--- src/design/clcd_pkg.sv ---
// Shared types and constants for the character LCD nibble writer.
// No dependencies; every other design file imports this package.
package clcd_pkg;

    typedef enum logic [1:0] {
        CMD_INSTR  = 2'd0,
        CMD_DATA   = 2'd1,
        CMD_CURSOR = 2'd2,
        CMD_NUMBER = 2'd3
    } t_cmd;

    localparam int NUM_BITS   = 32;
    localparam int NUM_DIGITS = 10;
    localparam int BCD_W      = 4 * NUM_DIGITS;
    localparam int CNT_W      = $clog2(NUM_BITS);
    localparam int IDX_W      = $clog2(NUM_DIGITS);

    localparam logic [7:0] LINE1_OFFSET = 8'h40;
    localparam logic [7:0] SET_DDRAM    = 8'h80;
    localparam logic [7:0] ASCII_ZERO   = 8'h30;

    localparam logic       RS_INSTR = 1'b0;
    localparam logic       RS_DATA  = 1'b1;

    typedef logic [IDX_W-1:0] t_digit_idx;
    typedef logic [BCD_W-1:0] t_bcd;

endpackage

--- src/design/clcd_req_if.sv ---
// Request channel of the character LCD nibble writer: valid, ready and one request.
// Depends on clcd_pkg.
interface clcd_req_if
    import clcd_pkg::*;
();
    logic        valid;
    logic        ready;
    logic [1:0]  command;
    logic [7:0]  byte_value;
    logic [5:0]  column;
    logic        row;
    logic [31:0] number;

    modport source (output valid, command, byte_value, column, row, number, input ready);
    modport sink   (input valid, command, byte_value, column, row, number, output ready);
endinterface

--- src/design/clcd_strobe_if.sv ---
// Strobe channel of the character LCD nibble writer: one enable strobe per beat.
// Depends on clcd_pkg.
interface clcd_strobe_if
    import clcd_pkg::*;
();
    logic       valid;
    logic       ready;
    logic       register_select;
    logic [3:0] nibble;
    logic       last;

    modport source (output valid, register_select, nibble, last, input ready);
    modport sink   (input valid, register_select, nibble, last, output ready);
endinterface

--- src/design/clcd_bcd.sv ---
// Binary to BCD converter, one shift-and-add-three step per cycle.
// Depends on clcd_pkg.
module clcd_bcd
    import clcd_pkg::*;
(
    input  logic                i_clk,
    input  logic                i_rst_n,
    input  logic                i_start,
    input  logic [NUM_BITS-1:0] i_value,
    output logic                o_done,
    output t_bcd                o_bcd
);

    logic                r_busy;
    logic                r_done;
    logic [CNT_W-1:0]    r_cnt;
    logic [NUM_BITS-1:0] r_bin;
    t_bcd                r_bcd;
    t_bcd                w_adj;

    always_comb begin
        for (int i = 0; i < NUM_DIGITS; i++) begin
            if (r_bcd[4*i +: 4] >= 4'd5) begin
                w_adj[4*i +: 4] = r_bcd[4*i +: 4] + 4'd3;
            end else begin
                w_adj[4*i +: 4] = r_bcd[4*i +: 4];
            end
        end
    end

    always_ff @(posedge i_clk) begin
        if (!i_rst_n) begin
            r_busy <= 1'b0;
            r_done <= 1'b0;
            r_cnt  <= '0;
        end else begin
            r_done <= 1'b0;
            if (i_start) begin
                r_busy <= 1'b1;
                r_cnt  <= '0;
            end else if (r_busy) begin
                r_cnt <= r_cnt + 1'b1;
                if (r_cnt == CNT_W'(NUM_BITS - 1)) begin
                    r_busy <= 1'b0;
                    r_done <= 1'b1;
                end
            end
        end
    end

    always_ff @(posedge i_clk) begin
        if (i_start) begin
            r_bin <= i_value;
            r_bcd <= '0;
        end else if (r_busy) begin
            r_bin <= {r_bin[NUM_BITS-2:0], 1'b0};
            r_bcd <= {w_adj[BCD_W-2:0], r_bin[NUM_BITS-1]};
        end
    end

    assign o_done = r_done;
    assign o_bcd  = r_bcd;

endmodule

--- src/design/char_lcd_nibble_writer.sv ---
// Character LCD nibble writer, top level: request channel in, strobe channel out.
// Depends on clcd_pkg, clcd_req_if, clcd_strobe_if and clcd_bcd.
//
// Each request becomes a series of strobe beats, one byte as two beats, high
// nibble first. Command, data and set-cursor requests are accepted from idle
// and then sent as two beats. A number request first holds the block while
// clcd_bcd converts it from binary to BCD (32 shift steps, then a registered
// done flag), then skips leading zero digits (up to nine) and loads the first
// digit, then sends two beats per digit. One request is handled at a time,
// and the request channel is ready only while the block is idle.
module char_lcd_nibble_writer
    import clcd_pkg::*;
(
    input  logic          i_clk,
    input  logic          i_rst_n,
    clcd_req_if.sink      i_req,
    clcd_strobe_if.source o_lcd
);

    typedef enum logic [3:0] {
        S_IDLE = 4'b0001,
        S_CONV = 4'b0010,
        S_SKIP = 4'b0100,
        S_SEND = 4'b1000
    } t_state;

    t_state     r_state, n_state;
    logic [7:0] r_byte, n_byte;
    logic       r_rs, n_rs;
    logic       r_hi, n_hi;
    logic       r_final, n_final;
    logic       r_is_num, n_is_num;
    t_digit_idx r_idx, n_idx;

    logic       w_start;
    logic       w_done;
    t_bcd       w_bcd;
    logic [3:0] w_digit;
    logic [3:0] w_next_digit;
    t_cmd       w_cmd;
    logic [7:0] w_addr;
    t_digit_idx w_idx_dec;

    clcd_bcd u_bcd (
        .i_clk   (i_clk),
        .i_rst_n (i_rst_n),
        .i_start (w_start),
        .i_value (i_req.number),
        .o_done  (w_done),
        .o_bcd   (w_bcd)
    );

    assign w_cmd        = t_cmd'(i_req.command);
    assign w_addr       = SET_DDRAM + (i_req.row ? LINE1_OFFSET : 8'h00)
                        + {2'b00, i_req.column};
    assign w_idx_dec    = r_idx - 1'b1;
    assign w_digit      = w_bcd[{r_idx, 2'b00} +: 4];
    assign w_next_digit = w_bcd[{w_idx_dec, 2'b00} +: 4];

    assign i_req.ready = (r_state == S_IDLE);
    assign w_start     = i_req.valid && i_req.ready && (w_cmd == CMD_NUMBER);

    assign o_lcd.valid           = (r_state == S_SEND);
    assign o_lcd.register_select = r_rs;
    assign o_lcd.nibble          = r_hi ? r_byte[7:4] : r_byte[3:0];
    assign o_lcd.last            = !r_hi && r_final;

    always_comb begin
        n_state  = r_state;
        n_byte   = r_byte;
        n_rs     = r_rs;
        n_hi     = r_hi;
        n_final  = r_final;
        n_is_num = r_is_num;
        n_idx    = r_idx;
        unique case (r_state)
            S_IDLE: begin
                if (i_req.valid) begin
                    n_hi    = 1'b1;
                    n_final = 1'b1;
                    unique case (w_cmd)
                        CMD_INSTR: begin
                            n_byte   = i_req.byte_value;
                            n_rs     = RS_INSTR;
                            n_is_num = 1'b0;
                            n_state  = S_SEND;
                        end
                        CMD_DATA: begin
                            n_byte   = i_req.byte_value;
                            n_rs     = RS_DATA;
                            n_is_num = 1'b0;
                            n_state  = S_SEND;
                        end
                        CMD_CURSOR: begin
                            n_byte   = w_addr;
                            n_rs     = RS_INSTR;
                            n_is_num = 1'b0;
                            n_state  = S_SEND;
                        end
                        CMD_NUMBER: begin
                            n_rs     = RS_DATA;
                            n_is_num = 1'b1;
                            n_state  = S_CONV;
                        end
                        default: begin
                            n_state = S_IDLE;
                        end
                    endcase
                end
            end
            S_CONV: begin
                if (w_done) begin
                    n_idx   = IDX_W'(NUM_DIGITS - 1);
                    n_state = S_SKIP;
                end
            end
            S_SKIP: begin
                if ((w_digit != 4'd0) || (r_idx == '0)) begin
                    n_byte  = ASCII_ZERO + {4'd0, w_digit};
                    n_final = (r_idx == '0);
                    n_hi    = 1'b1;
                    n_state = S_SEND;
                end else begin
                    n_idx = w_idx_dec;
                end
            end
            S_SEND: begin
                if (o_lcd.ready) begin
                    if (r_hi) begin
                        n_hi = 1'b0;
                    end else if (r_is_num && !r_final) begin
                        n_idx   = w_idx_dec;
                        n_byte  = ASCII_ZERO + {4'd0, w_next_digit};
                        n_final = (w_idx_dec == '0);
                        n_hi    = 1'b1;
                    end else begin
                        n_state = S_IDLE;
                    end
                end
            end
            default: begin
                n_state = S_IDLE;
            end
        endcase
    end

    always_ff @(posedge i_clk) begin
        if (!i_rst_n) begin
            r_state <= S_IDLE;
        end else begin
            r_state <= n_state;
        end
    end

    always_ff @(posedge i_clk) begin
        r_byte   <= n_byte;
        r_rs     <= n_rs;
        r_hi     <= n_hi;
        r_final  <= n_final;
        r_is_num <= n_is_num;
        r_idx    <= n_idx;
    end

    a_ready_not_sending: assert property (@(posedge i_clk) disable iff (!i_rst_n)
        i_req.ready |-> !o_lcd.valid)
        else $error("Request channel is ready while a strobe beat is pending.");

    a_idle_after_last: assert property (@(posedge i_clk) disable iff (!i_rst_n)
        (o_lcd.valid && o_lcd.ready && o_lcd.last) |=> i_req.ready)
        else $error("Block did not return to idle after the final beat.");

    a_byte_next_cycle: assert property (@(posedge i_clk) disable iff (!i_rst_n)
        (i_req.valid && i_req.ready && (i_req.command != CMD_NUMBER))
        |=> (o_lcd.valid && !o_lcd.last))
        else $error("Byte request did not start with a high nibble beat.");

    a_digit_is_ascii: assert property (@(posedge i_clk) disable iff (!i_rst_n)
        (o_lcd.valid && r_is_num && r_hi)
        |-> (o_lcd.register_select && (o_lcd.nibble == ASCII_ZERO[7:4])))
        else $error("Number beat is not an ASCII digit on the data register.");

endmodule
--- src/flat_wrapper.sv ---
// flat-port wrapper written by rule: the top's interface ports become plain ports
module char_lcd_nibble_writer_flat import clcd_pkg::*;
  (i_clk, i_rst_n, i_req_valid, i_req_command, i_req_byte_value, i_req_column, i_req_row, i_req_number, i_req_ready, o_lcd_valid, o_lcd_register_select, o_lcd_nibble, o_lcd_last, o_lcd_ready);
  clcd_req_if i_req_i ();
  clcd_strobe_if o_lcd_i ();
  input  logic i_clk;
  input  logic i_rst_n;
  input wire logic [$bits(i_req_i.valid)-1:0] i_req_valid;
  input wire logic [$bits(i_req_i.command)-1:0] i_req_command;
  input wire logic [$bits(i_req_i.byte_value)-1:0] i_req_byte_value;
  input wire logic [$bits(i_req_i.column)-1:0] i_req_column;
  input wire logic [$bits(i_req_i.row)-1:0] i_req_row;
  input wire logic [$bits(i_req_i.number)-1:0] i_req_number;
  output wire logic [$bits(i_req_i.ready)-1:0] i_req_ready;
  output wire logic [$bits(o_lcd_i.valid)-1:0] o_lcd_valid;
  output wire logic [$bits(o_lcd_i.register_select)-1:0] o_lcd_register_select;
  output wire logic [$bits(o_lcd_i.nibble)-1:0] o_lcd_nibble;
  output wire logic [$bits(o_lcd_i.last)-1:0] o_lcd_last;
  input wire logic [$bits(o_lcd_i.ready)-1:0] o_lcd_ready;
  assign i_req_i.valid = i_req_valid;
  assign i_req_i.command = i_req_command;
  assign i_req_i.byte_value = i_req_byte_value;
  assign i_req_i.column = i_req_column;
  assign i_req_i.row = i_req_row;
  assign i_req_i.number = i_req_number;
  assign i_req_ready = i_req_i.ready;
  assign o_lcd_valid = o_lcd_i.valid;
  assign o_lcd_register_select = o_lcd_i.register_select;
  assign o_lcd_nibble = o_lcd_i.nibble;
  assign o_lcd_last = o_lcd_i.last;
  assign o_lcd_i.ready = o_lcd_ready;
  char_lcd_nibble_writer u_core (.i_clk(i_clk), .i_rst_n(i_rst_n), .i_req(i_req_i), .o_lcd(o_lcd_i));
endmodule
--- config.mk ---
export PLATFORM = sky130hd
export DESIGN_NAME = char_lcd_nibble_writer_flat
export DESIGN_NICKNAME = d
export VERILOG_FILES = /design/src/design/clcd_pkg.sv /design/src/design/clcd_req_if.sv /design/src/design/clcd_strobe_if.sv /design/src/design/clcd_bcd.sv /design/src/design/char_lcd_nibble_writer.sv /design/src/flat_wrapper.sv
export SDC_FILE = /design/constraint.sdc
export NUM_CORES = 1
export LEC_CHECK = 0
export ABC_AREA = 0
export BUFFER_PORTS_ARGS = -buffer_cell sky130_fd_sc_hd__buf_4
export CORE_MARGIN = 2
export CORE_UTILIZATION = 35
export DETAILED_ROUTE_END_ITERATION = 16
export SKIP_CTS_REPAIR_TIMING = 1
export SYNTH_ARGS = -nofsm -noshare
export SYNTH_HDL_FRONTEND = slang
export SYNTH_SLANG_ARGS = --single-unit
--- constraint.sdc ---
create_clock -name i_clk -period 2.9 [get_ports i_clk]
set_clock_uncertainty 0.2 [all_clocks]
set_input_delay 0.29 -clock i_clk [delete_from_list [all_inputs] [get_ports i_clk]]
set_output_delay 0.29 -clock i_clk [all_outputs]
set_load 0.005 [all_outputs]
==> impl_summary.log, run 1 <==
INFO  metric post_synth.cell_area_avg = 9.21 sq um
INFO  metric seqCellArea = between 0.002 and 0.0025 sq mm
INFO  metric max_cap_viol_count = 0
INFO  metric core.rowCount = 46
INFO  metric p_leak = 2.77 nW
INFO  metric hpwl = between 8000 and 9000 um
INFO  metric clkTransAtPathRegs = 0.08 ns
INFO  metric cts_inserted_buffers = 9
INFO  metric worst-r2r-cell-count = 8
INFO  metric drc = 0
INFO  metric tritoncts = built
INFO  metric postSynthRegisterBits = 99
INFO  metric initial_core_util = 0.357
INFO  metric tightest_slew = approximately 0.79 ns
INFO  metric worst_setup_path_start_kind = register
INFO  metric grt_first_pass_wirelength = 19900 um
INFO  metric required = roughly 2.7 ns
INFO  metric vias_per_cell = 4.97
INFO  metric routabilityCongestion = approximately 0.9
INFO  metric ir_worst_vdd = 0.000320 V
INFO  metric grt_start_max_net_pins = 75
INFO  metric wire_per_inst = 13.5 um
INFO  metric multi_input_area = just under 0.003 sq mm
INFO  metric final_layout_size_suffix_gt1_frac = 0.187
INFO  metric setup_viol = 0
INFO  metric switchingPower = ~0.0019 W
INFO  metric drt.antenna.violating_nets = 0
INFO  metric report.final.slew_viol_count = 0
INFO  metric design.die.area = 0.0172 sq mm
INFO  metric setup_repair_after_global_routing_missed_its_margin = yes
INFO  metric holdWs = -0.0107 ns
INFO  metric dominantRegCellSynth = dfxtp_1
INFO  metric min-delay-path-class = input port to register
INFO  metric routed_wire_length = around 12000 um
INFO  metric cells_after_synth = slightly above 600
INFO  metric timing.critical_path.to_type = register
INFO  metric post-place-cells = between 800 and 900
INFO  metric grt_pass1_vias = 4212
INFO  metric number_of_i_o_port_buffers = 60
INFO  metric antenna_found_initial = 0
INFO  metric clock-sinks = 99
INFO  metric slew-limit-headroom = 0.470
INFO  metric ys_types = 43
INFO  metric layout.core_utilization = 0.433
INFO  metric area_delta_synth_final = 21.3%
INFO  metric vias = between 4000 and 5000
INFO  metric violations = hold timing
INFO  metric clk-insertion-delay-late = 0.36 ns
INFO  metric die_h = 131 um
INFO  metric deepest_clock_path_buffer_count = 2
INFO  metric power_frac_comb = 0.342
INFO  metric synthesized_netlist_net_count = between 600 and 700
INFO  metric synth-seq-area-share = 0.436
INFO  metric drt-initial-drc-count = between 300 and 400
INFO  metric status = complete, but fails checks
INFO  metric intPower = roughly 0.0033 W
INFO  metric highest_fanout_seen_on_the_critical_path = 7
INFO  metric ios = 61
INFO  metric layout_worst_path_cycle_share = 0.957
INFO  metric worstSetupPathType = register to register
INFO  metric achievable-frequency = roughly 360 MHz
INFO  metric synthArstFlopShare = 0
INFO  metric power.clock.fraction = 0.231
INFO  metric final-hold-violation-count = 8
INFO  metric cts_root_buffer = clkbuf_16
INFO  metric pwr_density_cell = ~760 mW/mm^2
INFO  metric chipWidth = 131 um
INFO  metric sw_frac_of_total = 0.362
INFO  metric core_area = between 0.015 and 0.02 sq mm
INFO  metric shortest_clock_period_the_worst_path_allows_after_layout = approximately 2.8 ns
INFO  metric timing.setup.tns = 0 ns
INFO  metric number_of_enable_type_register_cells_in_the_synthesized_netlist = 48
INFO  metric grt_use_total = 0.145
INFO  metric min_path_cells = 3
INFO  metric finish.cell_count_without_fillers = just over 900
INFO  metric seq_power_share = 0.428
INFO  metric crit_arrival = ~2.6 ns
INFO  metric drt-pass1-iter-count = 4
INFO  metric number_of_synthesis_warnings = 0
INFO  metric cts_max_level = 3
INFO  metric global_route.overflow_total = 0
INFO  metric num-fill-cells = between 1500 and 2000
INFO  metric synth_area = 0.00565 sq mm
INFO  metric number_of_diodes_added_for_antenna_fixing = 0
INFO  metric layout.nets = between 700 and 800
## sequential cells by signal (all words and copies together), names as in the netlist, 4 cells and up
name and flops:
u_core.r_byte 8, u_core.r_idx 4, u_core.r_state 4, u_core.u_bcd.o_bcd 40
u_core.u_bcd.r_bin 32, u_core.u_bcd.r_cnt 5
## cells by family (layout without fill, tap and decap cells)
group,Yosys count,after routing,synth area share
and+or+nand+nor,252,252,0.196
DFF,99,99,0.436
AOI/OAI and AO/OA,98,98,0.102
muxes,66,66,0.146
buffers and inverters,58,138,0.0405
adders and majority gates,25,25,0.0553
xor gates and xnor gates,16,16,0.0248
## cell usage in the layout (no fill, tap or decap), types with 4 or more instances in the layout
cell type	instances
nand2_1	132
buf_4	83
nor2_1	61
mux2i_1	50
dfxtp_1	50
edfxtp_1	48
o21ai_0	33
a21oi_1	31
inv_1	27
ha_1	25
mux4_2	12
xnor2_1	12
nand3_1	12
nand2b_1	11
a211oi_1	10
nor3b_1	10
clkbuf_16	9
dlygate4sd3_1	8
o22ai_1	7
nand3b_1	6
nor2b_1	4
xor2_1	4
mux2_2	4
a31oi_1	4
## per-layer routing
metal	track usage	up-vias	wire length, um
li1	-	2286	-
met3	0.0199	14	334
met4	0.0594	0	222
met1	0.191	2153	5730
met2	0.242	72	6040
met5	0	-	0
## power groups by stage
stage	Sequential [W]	Combinational [W]	Clock, W
CTS	0.00221	0.00176	0.00122
global route	0.00228	0.00204	0.00128
finish	0.00222	0.00177	0.00120
floorplan	0.00213	0.00127	0
global placement	0.00223	0.00166	0
detailed placement	0.00224	0.00175	0
## final cells by class
class | count | area share
sequential | 99 | 0.359
multi-input combinational | 457 | 0.435
timing repair buffer | 94 | 0.109
inverter | 28 | 0.0153
clock inverter | 7 | 0.00949
clock buffer | 9 | 0.0328
tap | 216 | 0.0394
## worst max-delay path, cell delays in order (launching register included)
cell      delay, ns
edfxtp_1       0.51
buf_6          0.19
buf_4          0.15
nand3b_1       0.12
o22ai_1        0.12
a211oi_2       0.23
nand2_1        0.12
or4b_4         0.51
a211oi_4       0.32
## stage by stage
stage / area, sq um / power [W] / hold WS [ns] / worst slack [ns]
3_5_place_dp: 6440 / 0.00399 / 0.289 / -0.0583
3_3_place_gp: 6440 / 0.00389 / 0.279 / 0.00269
4_1_cts: 6730 / 0.00520 / -0.0806 / -0.0953
2_1_floorplan: 5650 / 0.00340 / 0.181 / 0.0611
6_report: 6860 / 0.00519 / -0.0107 / 0.124
5_1_grt: 6860 / 0.00560 / 0.000615 / -0.0391
## synth_stat cells (all sizes together) (2+ instances only)
master,count,area (sq um)
mux4,12,282
or3b,2,17.5
and3,2,12.5
o311ai,2,17.5
nor2,61,229
and2,3,18.8
mux2,4,45.0
o22ai,7,43.8
nand2,133,499
edfxtp,48,1440
nor3b,10,75.1
a211oi,13,103
a21oi,31,155
xnor2,12,105
ha,25,313
mux2i,50,500
nor2b,4,25.0
or2,2,12.5
o21a,3,22.5
o21ai,33,165
nand2b,11,68.8
nand3b,6,45.0
clkbuf,23,86.3
buf,7,37.5
inv,27,101
a31oi,4,25.0
nand3,12,60.1
o221ai,2,17.5
nand4,2,12.5
xor2,4,35.0
dfxtp,51,1020
## worst paths after layout
path / start / endpoint / slack (ns)
worst min-delay path: i_req_number[20] / u_core.u_bcd.r_bin[20] / -0.01
worst max-delay path: u_core.r_idx[0] / u_core.r_idx[3] / 0.12
worst max register to register: u_core.r_idx[0] / u_core.r_idx[3] / 0.12
worst min register to register: u_core.u_bcd.o_bcd[39] / u_core.u_bcd.o_bcd[39] / 0.31
No activity file was read; power rests on OpenSTA's default activity.
==> run 2, diff against run 1 <==
--- a/config.mk
+++ b/config.mk
@@ -7,9 +7,11 @@
 export LEC_CHECK = 0
 export ABC_AREA = 0
 export BUFFER_PORTS_ARGS = -buffer_cell sky130_fd_sc_hd__buf_4
+export CORE_ASPECT_RATIO = 0.9
 export CORE_MARGIN = 2
 export CORE_UTILIZATION = 35
 export DETAILED_ROUTE_END_ITERATION = 16
+export REMOVE_ABC_BUFFERS = 1
 export SKIP_CTS_REPAIR_TIMING = 1
 export SYNTH_ARGS = -nofsm -noshare
 export SYNTH_HDL_FRONTEND = slang
==> impl_summary.log, run 2 (synthesized netlist as in run 1, its figures left out) <==
INFO  metric routabilityCongestion = 0.926 (+5.7%)
INFO  metric largest_reg_flops = 40 (unchanged)
INFO  metric cts_inserted_buffers = 9 (unchanged)
INFO  metric deepest_clock_path_buffer_count = 2 (unchanged)
INFO  metric drt.antenna.violating_nets = 0 (unchanged)
INFO  metric num-fill-cells = 1591 (+4.2%)
INFO  metric wire_per_inst = 14.4 um (+6.0%)
INFO  metric critical_path.cell_chain = buf_4 > mux4_2 > a211oi_2 > nand2_1 > or4b_4 > a211oi_2 > buf_4
INFO  metric cts_max_level = 3 (unchanged)
INFO  metric timing.critical_path.to_type = register
INFO  metric multi_input_area = 0.00298 sq mm (-0.13%)
INFO  metric setup_viol = 0 (unchanged)
INFO  metric max_cap_viol_count = 0 (unchanged)
INFO  metric seqCellArea = 0.00246 sq mm (unchanged)
INFO  metric layout_worst_path_cycle_share = 0.957 (about the same)
INFO  metric clkTransAtPathRegs = 0.08 ns (about the same)
INFO  metric chipWidth = 138 um (+5.2%)
INFO  metric cts_root_buffer = clkbuf_16
INFO  metric critical_path.reg2reg.endpoint = u_core.r_idx[3]
INFO  metric achievable-frequency = 360 MHz (about the same)
INFO  metric antenna_found_initial = 0 (unchanged)
INFO  metric holdWs = -0.00911 ns (+0.00161 ns)
INFO  metric number_of_i_o_port_buffers = 60 (unchanged)
INFO  metric final_layout_size_suffix_gt1_frac = 0.193 (+0.00521)
INFO  metric design.die.area = 0.0172 sq mm (about the same)
INFO  metric violations = hold timing
INFO  metric ir_worst_vdd = 0.000325 V (+1.8%)
INFO  metric final_common_cell = nand2_1
INFO  metric worst_setup_path_start_kind = register
INFO  metric clk-insertion-delay-late = 0.35 ns (about the same)
INFO  metric worst-r2r-cell-count = 7 (-1)
INFO  metric min-delay-path-class = input port to register
INFO  metric worstReg2RegStart = u_core.r_idx[0]
INFO  metric ios = 61 (unchanged)
INFO  metric hpwl = 9290 um (+6.6%)
INFO  metric status = complete, but fails checks
INFO  metric finish.cell_count_without_fillers = 903 (-0.77%)
INFO  metric report.final.slew_viol_count = 0 (unchanged)
INFO  metric routed_wire_length = 13000 um (+5.2%)
INFO  metric shortest_clock_period_the_worst_path_allows_after_layout = 2.77 ns (-0.00172 ns)
INFO  metric initial_core_util = 0.354 (-0.00308)
INFO  metric slew-limit-headroom = 0.474 (+0.00416)
INFO  metric critical_path.max_stage_delay = 0.51 ns (about the same)
INFO  metric number_of_diodes_added_for_antenna_fixing = 0 (unchanged)
INFO  metric vias_per_cell = 5.06 (+1.8%)
INFO  metric pwr_density_cell = 770 mW/mm^2 (+1.7%)
INFO  metric cp-startpoint = u_core.r_idx[0]
INFO  metric area_delta_synth_final = 21.6%
INFO  metric required = 2.77 ns (+0.04 ns)
INFO  metric highest_fanout_seen_on_the_critical_path = 4 (-3)
INFO  metric layout.nets = 769 (+0.26%)
INFO  metric cp_slowest_cell = mux4_2
INFO  metric clock-sinks = 99 (unchanged)
INFO  metric core.rowCount = 44 (-4.3%)
INFO  metric grt_first_pass_wirelength = 21400 um (+7.4%)
INFO  metric global_route.overflow_total = 0 (unchanged)
INFO  metric drt-pass1-iter-count = 5 (+1)
INFO  metric min_path_cells = 3 (unchanged)
INFO  metric crit_arrival = 2.64 ns (+0.03 ns)
INFO  metric grt_start_max_net_pins = 75 (unchanged)
INFO  metric tritoncts = built
INFO  metric worstSetupPathType = register to register
INFO  metric mostFrequentLayoutCells = 133 x nand2_1, 89 x buf_4, 61 x nor2_1
INFO  metric post-place-cells = 881 (-0.23%)
INFO  metric grt_pass1_vias = 4400 (+4.5%)
INFO  metric core_area = 0.0160 sq mm (+0.87%)
INFO  metric setup_repair_after_global_routing_missed_its_margin = no
INFO  metric grt_use_total = 0.156 (+0.0110)
INFO  metric die_h = 125 um (-5.0%)
INFO  metric final-hold-violation-count = 12 (+4)
INFO  metric p_leak = 2.80 nW (+0.90%)
INFO  metric placement_stage_worst_setup_slack = -0.0835 ns (-0.0252 ns)
INFO  metric holdCritStartpoint = i_req_number[2]
INFO  metric vias = 4569 (+0.97%)
INFO  metric layout_setup_ws = 0.126 ns (+0.00172 ns)
INFO  metric drt-initial-drc-count = 340 (+11%)
INFO  metric ff2ff_setup_slack = 0.13 ns (about the same)
INFO  metric drc = 0 (unchanged)
INFO  metric tightest_slew = 0.789 ns (-0.00624 ns)
INFO  metric hold-path-endpoint = u_core.u_bcd.r_bin[2]
[run 2: per-layer routing]
layer,routed length [um],share of wire,track usage,vias up
li1,-,-,-,2290
met1,6190,0.48,0.211,2186
met2,6130,0.47,0.253,82
met3,433,0.033,0.0224,11
met4,212,0.016,0.0564,0
met5,0,0,0,-
[run 2: report_power, final]
part	leakage [nW]	internal (W)	total (W)	switching (W)
Combinational	1.79	0.000902	0.00182	0.000916
Clock	0.154	0.000711	0.00127	0.000563
Sequential	0.858	0.00182	0.00220	0.000378
[run 2: layout make-up]
cell class | count | share of cell area
clock buffer | 10 | 0.0348
timing repair buffer | 96 | 0.109
tap | 207 | 0.0377
clock inverter | 6 | 0.0113
multi-input combinational | 457 | 0.433
inverter | 28 | 0.0153
sequential | 99 | 0.359
[run 2: critical path, delay by kind of cell, from the launching register on]
kind / cells / cell delay, ns
simple gates: 2 / 0.64
mux: 1 / 0.51
compound gates: 2 / 0.47
flops: 1 / 0.35
buf+inv: 2 / 0.32
[run 2: how the worst max path moves through the flow]
stage	cells after the start	end	slack, ns
finish	7	u_core.r_idx[3]	0.13
global route	9	u_core.r_idx[3]	0.008
CTS	7	u_core.r_idx[3]	-0.1
detailed placement	7	u_core.r_idx[1]	-0.08
global placement	7	u_core.r_idx[1]	-0.01
floorplan	5	u_core.r_idx[0]	-0.52
[run 2: stage by stage]
step	total power, W	TNS (ns)	area (sq um)	utilization
floorplan	0.00339	-15.88	5530	-
global placement	0.00394	-0.0483	6480	0.406
detailed placement	0.00403	-0.334	6480	0.406
CTS	0.00533	-0.398	6800	0.426
global route	0.00570	0	6870	0.430
finish	0.00529	0	6870	0.430
